`config.mk`:
```
export PLATFORM = sky130hd
export DESIGN_NAME = emsm_divider
export DESIGN_NICKNAME = d
export VERILOG_FILES = /design/src/emsm_pkg.sv /design/src/emsm_divider.sv
export SDC_FILE = /design/constraint.sdc
export NUM_CORES = 1
export LEC_CHECK = 0
export ABC_CLOCK_PERIOD_IN_PS = 3530
export BUFFER_PORTS_ARGS = -buffer_cell sky130_fd_sc_hd__buf_2
export CORE_ASPECT_RATIO = 0.8
export CORE_UTILIZATION = 30
export CTS_BUF_LIST = sky130_fd_sc_hd__clkbuf_4
export CTS_CLUSTER_DIAMETER = 150
export DETAILED_ROUTE_END_ITERATION = 16
export PLACE_DENSITY_LB_ADDON = 0.3
export SYNTH_ARGS = -nofsm -noshare
export SYNTH_HDL_FRONTEND = slang
export SYNTH_SLANG_ARGS = --single-unit
export TNS_END_PERCENT = 50
```
`constraint.sdc`:
```
create_clock -name clock -period 3.53 [get_ports clock]
set_input_delay 0.706 -clock clock [delete_from_list [all_inputs] [get_ports clock]]
set_output_delay 0.706 -clock clock [all_outputs]
set_load 0.005 [all_outputs]
```
`src/emsm_pkg.sv`:
```
`timescale 1ns / 1ps
// Shared types, constants and register indexes of the encoder mode switch monitor.
// Depends on nothing; the divider, the monitor and the testbench import it.
package emsm_pkg;

   localparam int WINDOW_DEPTH = 64;
   localparam int SLOT_W       = $clog2(WINDOW_DEPTH);
   localparam int CNT_W        = $clog2(WINDOW_DEPTH + 1);
   localparam int RSUM_W       = 16 + SLOT_W;
   localparam int BSUM_W       = 20 + SLOT_W;
   localparam int DSUM_W       = 16 + SLOT_W;

   // Shared divider geometry.
   localparam int DIV_W      = 42;
   localparam int DVSR_W     = 32;
   localparam int DCNT_W     = $clog2(DIV_W + 1);
   localparam int RATE_DIV_W = 28;
   localparam int BW_DIV_W   = 40;

   // 256 * 1e6 for the Q8.8 frame rate.
   localparam logic [RATE_DIV_W-1:0] RATE_NUMERATOR = 28'd256000000;
   // bytes * 1e6 / 4096 == bytes * 15625 / 64.
   localparam logic [13:0] BW_SCALE = 14'd15625;

   localparam logic [2:0] CSR_TARGET_RATE    = 3'd0;
   localparam logic [2:0] CSR_WINDOW_LENGTH  = 3'd1;
   localparam logic [2:0] CSR_HIGH_BW_LIMIT  = 3'd2;
   localparam logic [2:0] CSR_LOW_BW_LIMIT   = 3'd3;
   localparam logic [2:0] CSR_ENCODE_LIMIT   = 3'd4;
   localparam logic [2:0] CSR_CODEC_STREAK   = 3'd5;
   localparam logic [2:0] CSR_RECT_STREAK    = 3'd6;

   localparam logic FUNC_RECORD = 1'b0;
   localparam logic FUNC_CLEAR  = 1'b1;

   typedef struct packed {
      logic        func;
      logic [31:0] byte_count;
      logic [25:0] changed_pixels;
      logic [25:0] frame_pixels;
      logic [23:0] encode_time;
      logic [31:0] frame_interval;
   } req_data_type;

   typedef struct packed {
      logic [15:0] avg_rate;
      logic [19:0] avg_bandwidth;
      logic [15:0] avg_dirty;
      logic [23:0] last_encode_time;
      logic        go_full_codec;
      logic        go_dirty_rects;
   } rsp_data_type;

   typedef struct packed {
      logic [15:0] rate;
      logic [19:0] bandwidth;
      logic [15:0] dirty;
   } win_entry_type;

   typedef struct packed {
      logic              start;
      logic [DIV_W-1:0]  dividend;
      logic [DVSR_W-1:0] divisor;
      logic [DCNT_W-1:0] steps;
   } div_req_type;

   typedef struct packed {
      logic             done;
      logic [DIV_W-1:0] quotient;
   } div_rsp_type;

endpackage

```
`src/emsm_divider.sv`:
```
`timescale 1ns / 1ps
// Restoring divider, one quotient bit per cycle, dividend left-aligned by the caller.
// Depends on emsm_pkg.
module emsm_divider
   import emsm_pkg::*;
(
   input  logic        clock,
   input  logic        reset,
   input  div_req_type div_req,
   output div_rsp_type div_rsp
);

   logic [DVSR_W-1:0] rem_ff, rem_in;
   logic [DIV_W-1:0]  quo_ff, quo_in;
   logic [DVSR_W-1:0] dvsr_ff, dvsr_in;
   logic [DCNT_W-1:0] cnt_ff, cnt_in;
   logic              busy_ff, busy_in;
   logic              done_ff, done_in;
   logic [DVSR_W:0]   trial;
   logic [DVSR_W:0]   diff;
   logic              fits;

   always_comb begin
      trial   = {rem_ff, quo_ff[DIV_W-1]};
      diff    = trial - {1'b0, dvsr_ff};
      fits    = trial >= {1'b0, dvsr_ff};
      rem_in  = rem_ff;
      quo_in  = quo_ff;
      dvsr_in = dvsr_ff;
      cnt_in  = cnt_ff;
      busy_in = busy_ff;
      done_in = 1'b0;
      if (div_req.start) begin
         rem_in  = '0;
         quo_in  = div_req.dividend;
         dvsr_in = div_req.divisor;
         cnt_in  = div_req.steps;
         busy_in = 1'b1;
      end else if (busy_ff) begin
         rem_in = fits ? diff[DVSR_W-1:0] : trial[DVSR_W-1:0];
         quo_in = {quo_ff[DIV_W-2:0], fits};
         cnt_in = cnt_ff - DCNT_W'(1);
         if (cnt_ff == DCNT_W'(1)) begin
            busy_in = 1'b0;
            done_in = 1'b1;
         end
      end
   end

   always_ff @(posedge clock) begin
      if (reset) begin
         busy_ff <= 1'b0;
         done_ff <= 1'b0;
         cnt_ff  <= '0;
      end else begin
         busy_ff <= busy_in;
         done_ff <= done_in;
         cnt_ff  <= cnt_in;
      end
   end

   always_ff @(posedge clock) begin
      rem_ff  <= rem_in;
      quo_ff  <= quo_in;
      dvsr_ff <= dvsr_in;
   end

   assign div_rsp.done     = done_ff;
   assign div_rsp.quotient = quo_ff;

endmodule

```
==> results of run 1 <==
## path summary, 6_finish.rpt
check                           from                 endpoint  slack (ps)  cells past startpoint
max             quo_ff[41]$_DFFE_PP_  rem_ff[30]$_SDFFE_PP0P_         390                     12
min                      div_req[15]     dvsr_ff[9]$_DFFE_PP_         350                      1
max reg2reg     quo_ff[41]$_DFFE_PP_  rem_ff[30]$_SDFFE_PP0P_         390                     12
min reg2reg  rem_ff[13]$_SDFFE_PP0P_  rem_ff[13]$_SDFFE_PP0P_         490                      2
## critical path, delay by kind of cell (launching register included)
kind,cells,cell delay [ps]
mux,1,360
fa+ha+maj,2,590
flops,1,380
compound gates,5,1150
simple gates,3,470
buf+inv,1,50
## logic make-up after synthesis
group                      count (synthesis)  synth area share [%]
adders and majority gates                 35                  7.00
buffers and inverters                     75                  5.00
AOI/OAI and AO/OA                        146                  15.8
muxes                                     63                  10.8
xor gates and xnor gates                  29                  3.99
DFF                                      114                  47.5
and+or+nand+nor                          135                  9.84
## per-layer routing
| layer | up-vias | wire length (um) | track usage, % |
|---|---|---|---|
| li1 | 2429 | - | - |
| met1 | 2263 | 7840 | 20.6 |
| met2 | 89 | 6540 | 21.1 |
| met3 | 4 | 476 | 3.84 |
| met4 | 0 | 87 | 3.67 |
| met5 | - | 0 | 0 |
## registers in the layout, summed over array words and instances (netlist names)
signal	flops
cnt_ff	6
quo_ff	42
done_ff	1
rem_ff	32
dvsr_ff	32
busy_ff	1
## placed cells by master, fill, tap and decap left out, drive strengths merged, types with 4 or more instances in the layout
cell and count:
inv 46, xnor2 16, a211oi 25, clkbuf 17, xor2 13, edfxtp 74, nor4 4, a21o 17
clkinv 5, nor2b 4, and2 4, nand2 38, o21ai 12, o211ai 8, o31ai 5, nor3 6
ha 34, nand4 6, clkinvlp 4, a311oi 4, nand3 8, dfxtp 40, nor2 51, a31oi 9
o21bai 6, mux2i 17, mux2 46, buf 133, a21oi 44
## where the power goes
group / switching (W) / internal (W) / total [W]
Sequential: 0.0000689 / 0.00156 / 0.00163
Combinational: 0.000504 / 0.000410 / 0.000914
Clock: 0.000565 / 0.000425 / 0.000990
## area by class of cell
class	instances	area, um^2
timing repair buffer	133	701
sequential	114	3020
fill	2097	13200
antenna	1	2.50
clock buffer	17	128
tap	269	337
multi-input combinational	408	3030
clock inverter	15	156
inverter	42	158
## metrics by stage
stage          instance area, um^2  setup slack (ps)  std cells  utilization, %
2_1_floorplan                 6360               592        597               -
3_3_place_gp                  7250               460        966            34.9
3_5_place_dp                  7250               403        966            34.9
4_1_cts                       7530               379        998            36.3
5_1_grt                       7540               156        999            36.3
6_report                      7540               392        999            36.3
==> results.cfg, run 1 <==
[clocking]
cts_max_level = 4
cts_hold_buf = 0
postCtsSetupBuffers = 0
clkTransAtPathRegs_ps = 120
post_cts_resized = 0
cts_root_buf = clkbuf_4
cts_tree = done
clk_path_buf_depth = 2
clock-sinks = 114
clk_latency_ps = 530
cts_buffers = 17

[synthesis]
netlist.area_leader.share_pct = 34.9
yosysMostFrequentCell = edfxtp_1
synthDistinctLibCells = 59
syn_area_per_cell_um2 = 10.7
synth_common_cells = edfxtp_1 (74), nor2_1 (51), a21oi_1 (43), mux2_2 (43), inv_1 (42)
ys_warn_count = 0
ys_top_cells_by_area = edfxtp_1 (35%), dfxtp_1 (13%), mux2_2 (7.6%)
ys_seq_area_share_pct = 47.5
synth_edf_count = 74
async_reset_ff_share_pct = 0
postSynthCellCount = 597
synth_seq_cells = 114
synth_area_um2 = 6360
dominantRegCellSynth = edfxtp_1
syn-num-nets = 715
synth_area_leader_cell = edfxtp_1

[timing]
finalMaxSlewViolations = 0
slew_headroom_pct = 56.4
fin_skew_ps = 27.3
whs_ps = 352
setup_violations = 0
tns_ps = 0
finalWorstPathRequiredPeriod_ps = 3140
clock.fmax_mhz = 319
timing_hold_violations_final = 0
max_slew.worst_pin.slew_ps = 652
rsz0062_at_grt = false
period_share_pct = 88.9

[place]
place_hpwl_um = 10400
globalplace.congestion = 0.825
portBuffers = 125

[die]
start_util_pct = 30.6
dieArea_um2 = 21800
die_y_um = 132
core_um2 = 20800
ioPinCount = 126
die_w_um = 165
fp-row-count = 47

[routing]
vias = 4785
first_pass_iters = 4
wirelength_um = 14900
drtIter0Drc = 280
final_antenna_net_count = 0
viasPerCell = 4.79
drcViolationCount = 0
wl_per_cell_um = 15.0

[setup_path]
slowest_stage = edfxtp_1
worst_ep_required_time_ps = 3910
worstSetupEndpointType = register
worstPathArrival_ps = 3520
critical_path.max_fanout = 3
path_class = register to register
slowest_delay_ps = 380
start_kind = register
crit_path_cell_trace = inv_1 -> ha_1 -> fa_1 -> nor2b_1 -> o21bai_1 -> nor4bb_2 -> o31ai_2 -> o311ai_1 -> a21boi_0 -> mux2_1 -> a311oi_1 -> nor3_1

[global_routing]
grt_max_degree = 121
gr-usage-all-layers_pct = 14.3
overflow = 0
antenna_found_initial = 1
grt_pass1_wl_um = 24300
grt_pass1_vias = 4699

[power_and_ir_drop]
p_per_area_nw_per_um2 = 469
power.leakage_nw = 3.18
ir_drop_mv = 0.252
totalPowerFinal_w = 0.00354

[status]
status = finished clean

[cells_and_area]
area_growth_pct = 18.5
drive_gt1_share_pct = 30.0
fin_nets = 834

[min_path]
hold_path_class = input pin to register

[job]
cap_violations = 0
(Power assumes the default switching activity.)
==> run 2: changes to the inputs <==
--- a/config.mk
+++ b/config.mk
@@ -7,7 +7,7 @@
 export LEC_CHECK = 0
 export ABC_CLOCK_PERIOD_IN_PS = 3530
 export BUFFER_PORTS_ARGS = -buffer_cell sky130_fd_sc_hd__buf_2
-export CORE_ASPECT_RATIO = 0.8
+export CORE_ASPECT_RATIO = 2
 export CORE_UTILIZATION = 30
 export CTS_BUF_LIST = sky130_fd_sc_hd__clkbuf_4
 export CTS_CLUSTER_DIAMETER = 150
==> results.cfg, run 2 (synthesized netlist as in run 1, its figures left out) <==
[die]
core_um2 = 20800
fp-row-count = 75
die_w_um = 105
start_util_pct = 30.5
ioPinCount = 126
die_y_um = 208
dieArea_um2 = 21800

[routing]
drcViolationCount = 0
drtIter0Drc = 228
viasPerCell = 4.88
first_pass_iters = 4
vias = 4889
final_antenna_net_count = 0
wl_per_cell_um = 15.7
wirelength_um = 15700

[global_routing]
overflow = 0
antenna_found_initial = 1
grt_max_degree = 121
grt_pass1_wl_um = 25400
grt_pass1_vias = 5093
gr-usage-all-layers_pct = 15.3

[clocking]
clk_path_buf_depth = 2
cts_root_buf = clkbuf_4
cts_tree = done
cts_buffers = 17
clock-sinks = 114
clk_latency_ps = 570
clkTransAtPathRegs_ps = 110
cts_max_level = 4

[setup_path]
worstSetupEndpointType = register
start_kind = register
critical_path.max_fanout = 15
worst_ep_required_time_ps = 3940
slowest_stage = o31ai_4
r2r_slack_ps = 350
path_class = register to register
worstPathArrival_ps = 3590
crit_path_cell_trace = inv_1 -> ha_1 -> nand2b_1 -> a21oi_1 -> o31ai_1 -> a21oi_2 -> a21boi_2 -> o31ai_4 -> buf_4 -> mux2i_1 -> a211oi_1
slowest_delay_ps = 740

[power_and_ir_drop]
totalPowerFinal_w = 0.00342
power.leakage_nw = 3.16
ir_drop_mv = 0.238
p_per_area_nw_per_um2 = 455

[timing]
rsz0062_at_grt = false
clock.fmax_mhz = 315
max_slew.worst_pin.slew_ps = 1000
timing_hold_violations_final = 0
finalMaxSlewViolations = 0
slew_headroom_pct = 33.0
setup_violations = 0
fin_skew_ps = 19.8
timing.final.ws_setup_ps = 350
period_share_pct = 90.1
tns_ps = 0
finalWorstPathRequiredPeriod_ps = 3180

[cells_and_area]
multi_input_area_um2 = 3030
area_growth_pct = 18.2
fillCellCount = 2178
regMostFlops = quo_ff
fin_cells = 1001
largest_reg_flops = 42
finish.utilization_pct = 36.1
mostFrequentLayoutCells = buf_2 (124), edfxtp_1 (74), nor2_1 (51), mux2_2 (43), a21oi_1 (43)
drive_gt1_share_pct = 30.4
final_common_cell = buf_2
largestRegisters = quo_ff x42, dvsr_ff x32, rem_ff x32
fin_nets = 836
seqCellArea_um2 = 3020

[place]
place_hpwl_um = 11400
portBuffers = 125
globalplace.congestion = 0.825
dp.cells = 968
pre_cts_ws_ps = 271

[job]
cap_violations = 0

[min_path]
hold_path_class = input pin to register

[status]
status = finished clean
run 2: cell count changes in the layout (fill, tap and decap cells not counted):
cell / change
a21boi_0: -1
a21boi_1: +1
buf_12: +1
buf_4: +1
bufinv_16: -2
clkbuf_4: +3
clkinv_1: -1
clkinvlp_4: +3
inv_6: -3
run 2: layout make-up:
class	count	area share, %
flip-flops and latches	114	40.2
multi-input cells	408	40.3
clock buffers	20	2.00
diodes	1	0.0333
inverters	42	2.10
clock inverters	12	1.18
repair buffers	135	9.69
well taps	269	4.48
run 2: power breakdown:
group | internal, W | leakage (nW) | total, W | switching, W
Combinational | 0.000421 | 1.98 | 0.000932 | 0.000511
Sequential | 0.00156 | 1.07 | 0.00163 | 0.0000701
Clock | 0.000300 | 0.114 | 0.000851 | 0.000551
Total | 0.00228 | 3.16 | 0.00342 | 0.00113
run 2: worst paths after layout:
| kind | startpoint | endpoint | depth (start not counted) |
|---|---|---|---|
| min reg2reg | rem_ff[1]$_SDFFE_PP0P_ | rem_ff[1]$_SDFFE_PP0P_ | 2 |
| max | dvsr_ff[1]$_DFFE_PP_ | rem_ff[9]$_SDFFE_PP0P_ | 11 |
| max reg2reg | dvsr_ff[1]$_DFFE_PP_ | rem_ff[9]$_SDFFE_PP0P_ | 11 |
| min | div_req[8] | dvsr_ff[2]$_DFFE_PP_ | 1 |
run 2: worst max-delay path: cells and delay by family, from the launching register on:
kind,cells,cell delay [ps]
compound gates,6,1640
flops,1,390
buf+inv,2,380
fa+ha+maj,1,300
mux,1,210
simple gates,1,100
run 2: metrics by stage:
stage	hold slack (ps)	instance area, um^2
final	306	7520
after global routing	239	7520
after CTS	244	7520
after detailed placement	482	7280
after global placement	473	7280
after floorplan	458	6360
run 2: what timing repair did:
item | CTS | global route
endpoints found under the setup margin | 0 | 1
hold buffers | 0 | 0
endpoints found under the hold margin | 0 | 0
resized for setup | 0 | 1
buffers inserted | 0 | 0
run 2: per-layer routing:
layer	GRT usage [%]	routed length (um)	share of wire, %	vias to the layer above
met2	29.2	8940	57	112
met3	4.29	630	4.0	33
li1	-	-	-	2429
met4	8.26	495	3.2	0
met1	14.3	5640	36	2315
met5	0	0	0	-
==> run 3: changes to the inputs <==
--- a/config.mk
+++ b/config.mk
@@ -8,6 +8,7 @@
 export ABC_CLOCK_PERIOD_IN_PS = 3530
 export BUFFER_PORTS_ARGS = -buffer_cell sky130_fd_sc_hd__buf_2
 export CORE_ASPECT_RATIO = 2
+export CORE_MARGIN = 5
 export CORE_UTILIZATION = 30
 export CTS_BUF_LIST = sky130_fd_sc_hd__clkbuf_4
 export CTS_CLUSTER_DIAMETER = 150
==> results.cfg, run 3 (synthesized netlist as in run 1, its figures left out) <==
[timing]
slew_headroom_pct = 46.5
max_slew.worst_pin.slew_ps = 800
clock.fmax_mhz = 315
fin_skew_ps = 32.7
finalMaxSlewViolations = 0
setup_violations = 0
period_share_pct = 89.9
finalWorstPathRequiredPeriod_ps = 3170
tns_ps = 0
timing_hold_violations_final = 0
rsz0062_at_grt = false
whs_ps = 325

[routing]
final_antenna_net_count = 0
first_pass_iters = 4
wl_per_cell_um = 16.3
viasPerCell = 4.85
highest_layer = met4
wl_met1_um = 5810
drcViolationCount = 0
vias = 4862
drtIter0Drc = 182
wl_met2_um = 9310
wirelength_um = 16400
met3WireLength_um = 659

[clocking]
cts_buffers = 17
clkTransAtPathRegs_ps = 140
cts_hold_buf = 0
cts_root_buf = clkbuf_4
clk_latency_ps = 540
clock-sinks = 114
cts_tree = done
clk_path_buf_depth = 2
cts_max_level = 4

[power_and_ir_drop]
p_per_area_nw_per_um2 = 473
ir_drop_mv = 0.260
power.leakage_nw = 3.19

[setup_path]
r2r_start = quo_ff[41]$_DFFE_PP_
slowest_delay_ps = 390
cpLargestDelayFamily = compound AO/OA/AOI/OAI gates
worstPathArrival_ps = 3580
worstSetupEndpointType = register
critical_path.max_fanout = 3
crit_path_cell_trace = inv_1 -> ha_1 -> fa_1 -> nor2b_1 -> o21bai_1 -> nor4bb_2 -> o31ai_2 -> o311ai_1 -> a21boi_1 -> mux2_1 -> a311oi_1 -> nor3_1
crit_path_start = quo_ff[41]$_DFFE_PP_
worstPathBufferInverterCount = 1
start_kind = register
slowest_stage = o31ai_2
worst_ep_required_time_ps = 3940
path_class = register to register

[die]
start_util_pct = 30.4
die_w_um = 113
ioPinCount = 126
fp-row-count = 75
core_um2 = 20900
die_y_um = 216
dieArea_um2 = 24400

[global_routing]
grt_pass1_vias = 5204
antenna_found_initial = 1
grt_max_degree = 121
grt_pass1_wl_um = 26300
overflow = 0
gr-usage-all-layers_pct = 13.7

[cells_and_area]
largestRegisters = quo_ff x42, dvsr_ff x32, rem_ff x32
fin_area_um2 = 7560
mostFrequentLayoutCells = buf_2 (124), edfxtp_1 (74), nor2_1 (51), mux2_2 (43), a21oi_1 (43)
largest_reg_flops = 42
area_growth_pct = 18.9
fin_nets = 837
final_common_cell = buf_2
fillCellCount = 2121
drive_gt1_share_pct = 30.3
regMostFlops = quo_ff

[min_path]
worstHoldStart = div_req[30]
hold_path_class = input pin to register

[place]
place_area_um2 = 7270
globalplace.congestion = 0.800
portBuffers = 125
place_hpwl_um = 12300

[status]
status = finished clean

[job]
cap_violations = 0
run 3: changes by cell type in the layout (fill, tap and decap cells not counted):
cell        delta
inv_6          +3
clkinv_2       -2
bufinv_16      +2
clkinvlp_4     -3
buf_4          +2
clkinv_4       +1
buf_12         -1
clkinv_1       +1
clkbuf_4       -2
run 3: area by class of cell:
class | count | area, um^2 | share of cell area [%]
clock buffer | 18 | 135 | 1.79
antenna | 1 | 2.50 | 0.0331
clock inverter | 14 | 155 | 2.05
tap | 269 | 337 | 4.45
inverter | 42 | 158 | 2.08
timing repair buffer | 136 | 723 | 9.56
sequential | 114 | 3020 | 40.0
multi-input combinational | 408 | 3030 | 40.1
run 3: report_power, final:
group	switching [W]	internal [W]	leakage [nW]
Clock	0.000572	0.000436	0.144
Combinational	0.000513	0.000417	1.98
Sequential	0.0000715	0.00156	1.07
run 3: through the flow:
| stage | setup slack, ps | util (%) | instances | total power [W] |
|---|---|---|---|---|
| floorplan | 592 | - | 597 | 0.00231 |
| global placement | 369 | 34.8 | 969 | 0.00260 |
| detailed placement | 251 | 34.8 | 969 | 0.00261 |
| CTS | 244 | 36.1 | 1001 | 0.00364 |
| global route | 90.7 | 36.1 | 1002 | 0.00379 |
| finish | 358 | 36.1 | 1002 | 0.00357 |
run 3: final timing paths:
check                                               end  slack [ps]  depth (start not counted)
worst max-delay path            rem_ff[30]$_SDFFE_PP0P_         360                         12
worst min-delay path              dvsr_ff[24]$_DFFE_PP_         320                          1
worst max register to register  rem_ff[30]$_SDFFE_PP0P_         360                         12
worst min register to register   rem_ff[1]$_SDFFE_PP0P_         500                          2
run 3: metal layers:
metal  up-vias  global-route usage (%)
met2       121                    26.5
met1      2275                    12.9
met4         0                    6.98
li1       2434                       -
met3        32                    3.14
met5         -                       0
run 3: what timing repair did:
| action | CTS | global route |
|---|---|---|
| setup endpoints to repair | 0 | 1 |
| resized for setup | 0 | 1 |
| setup buffers | 0 | 0 |
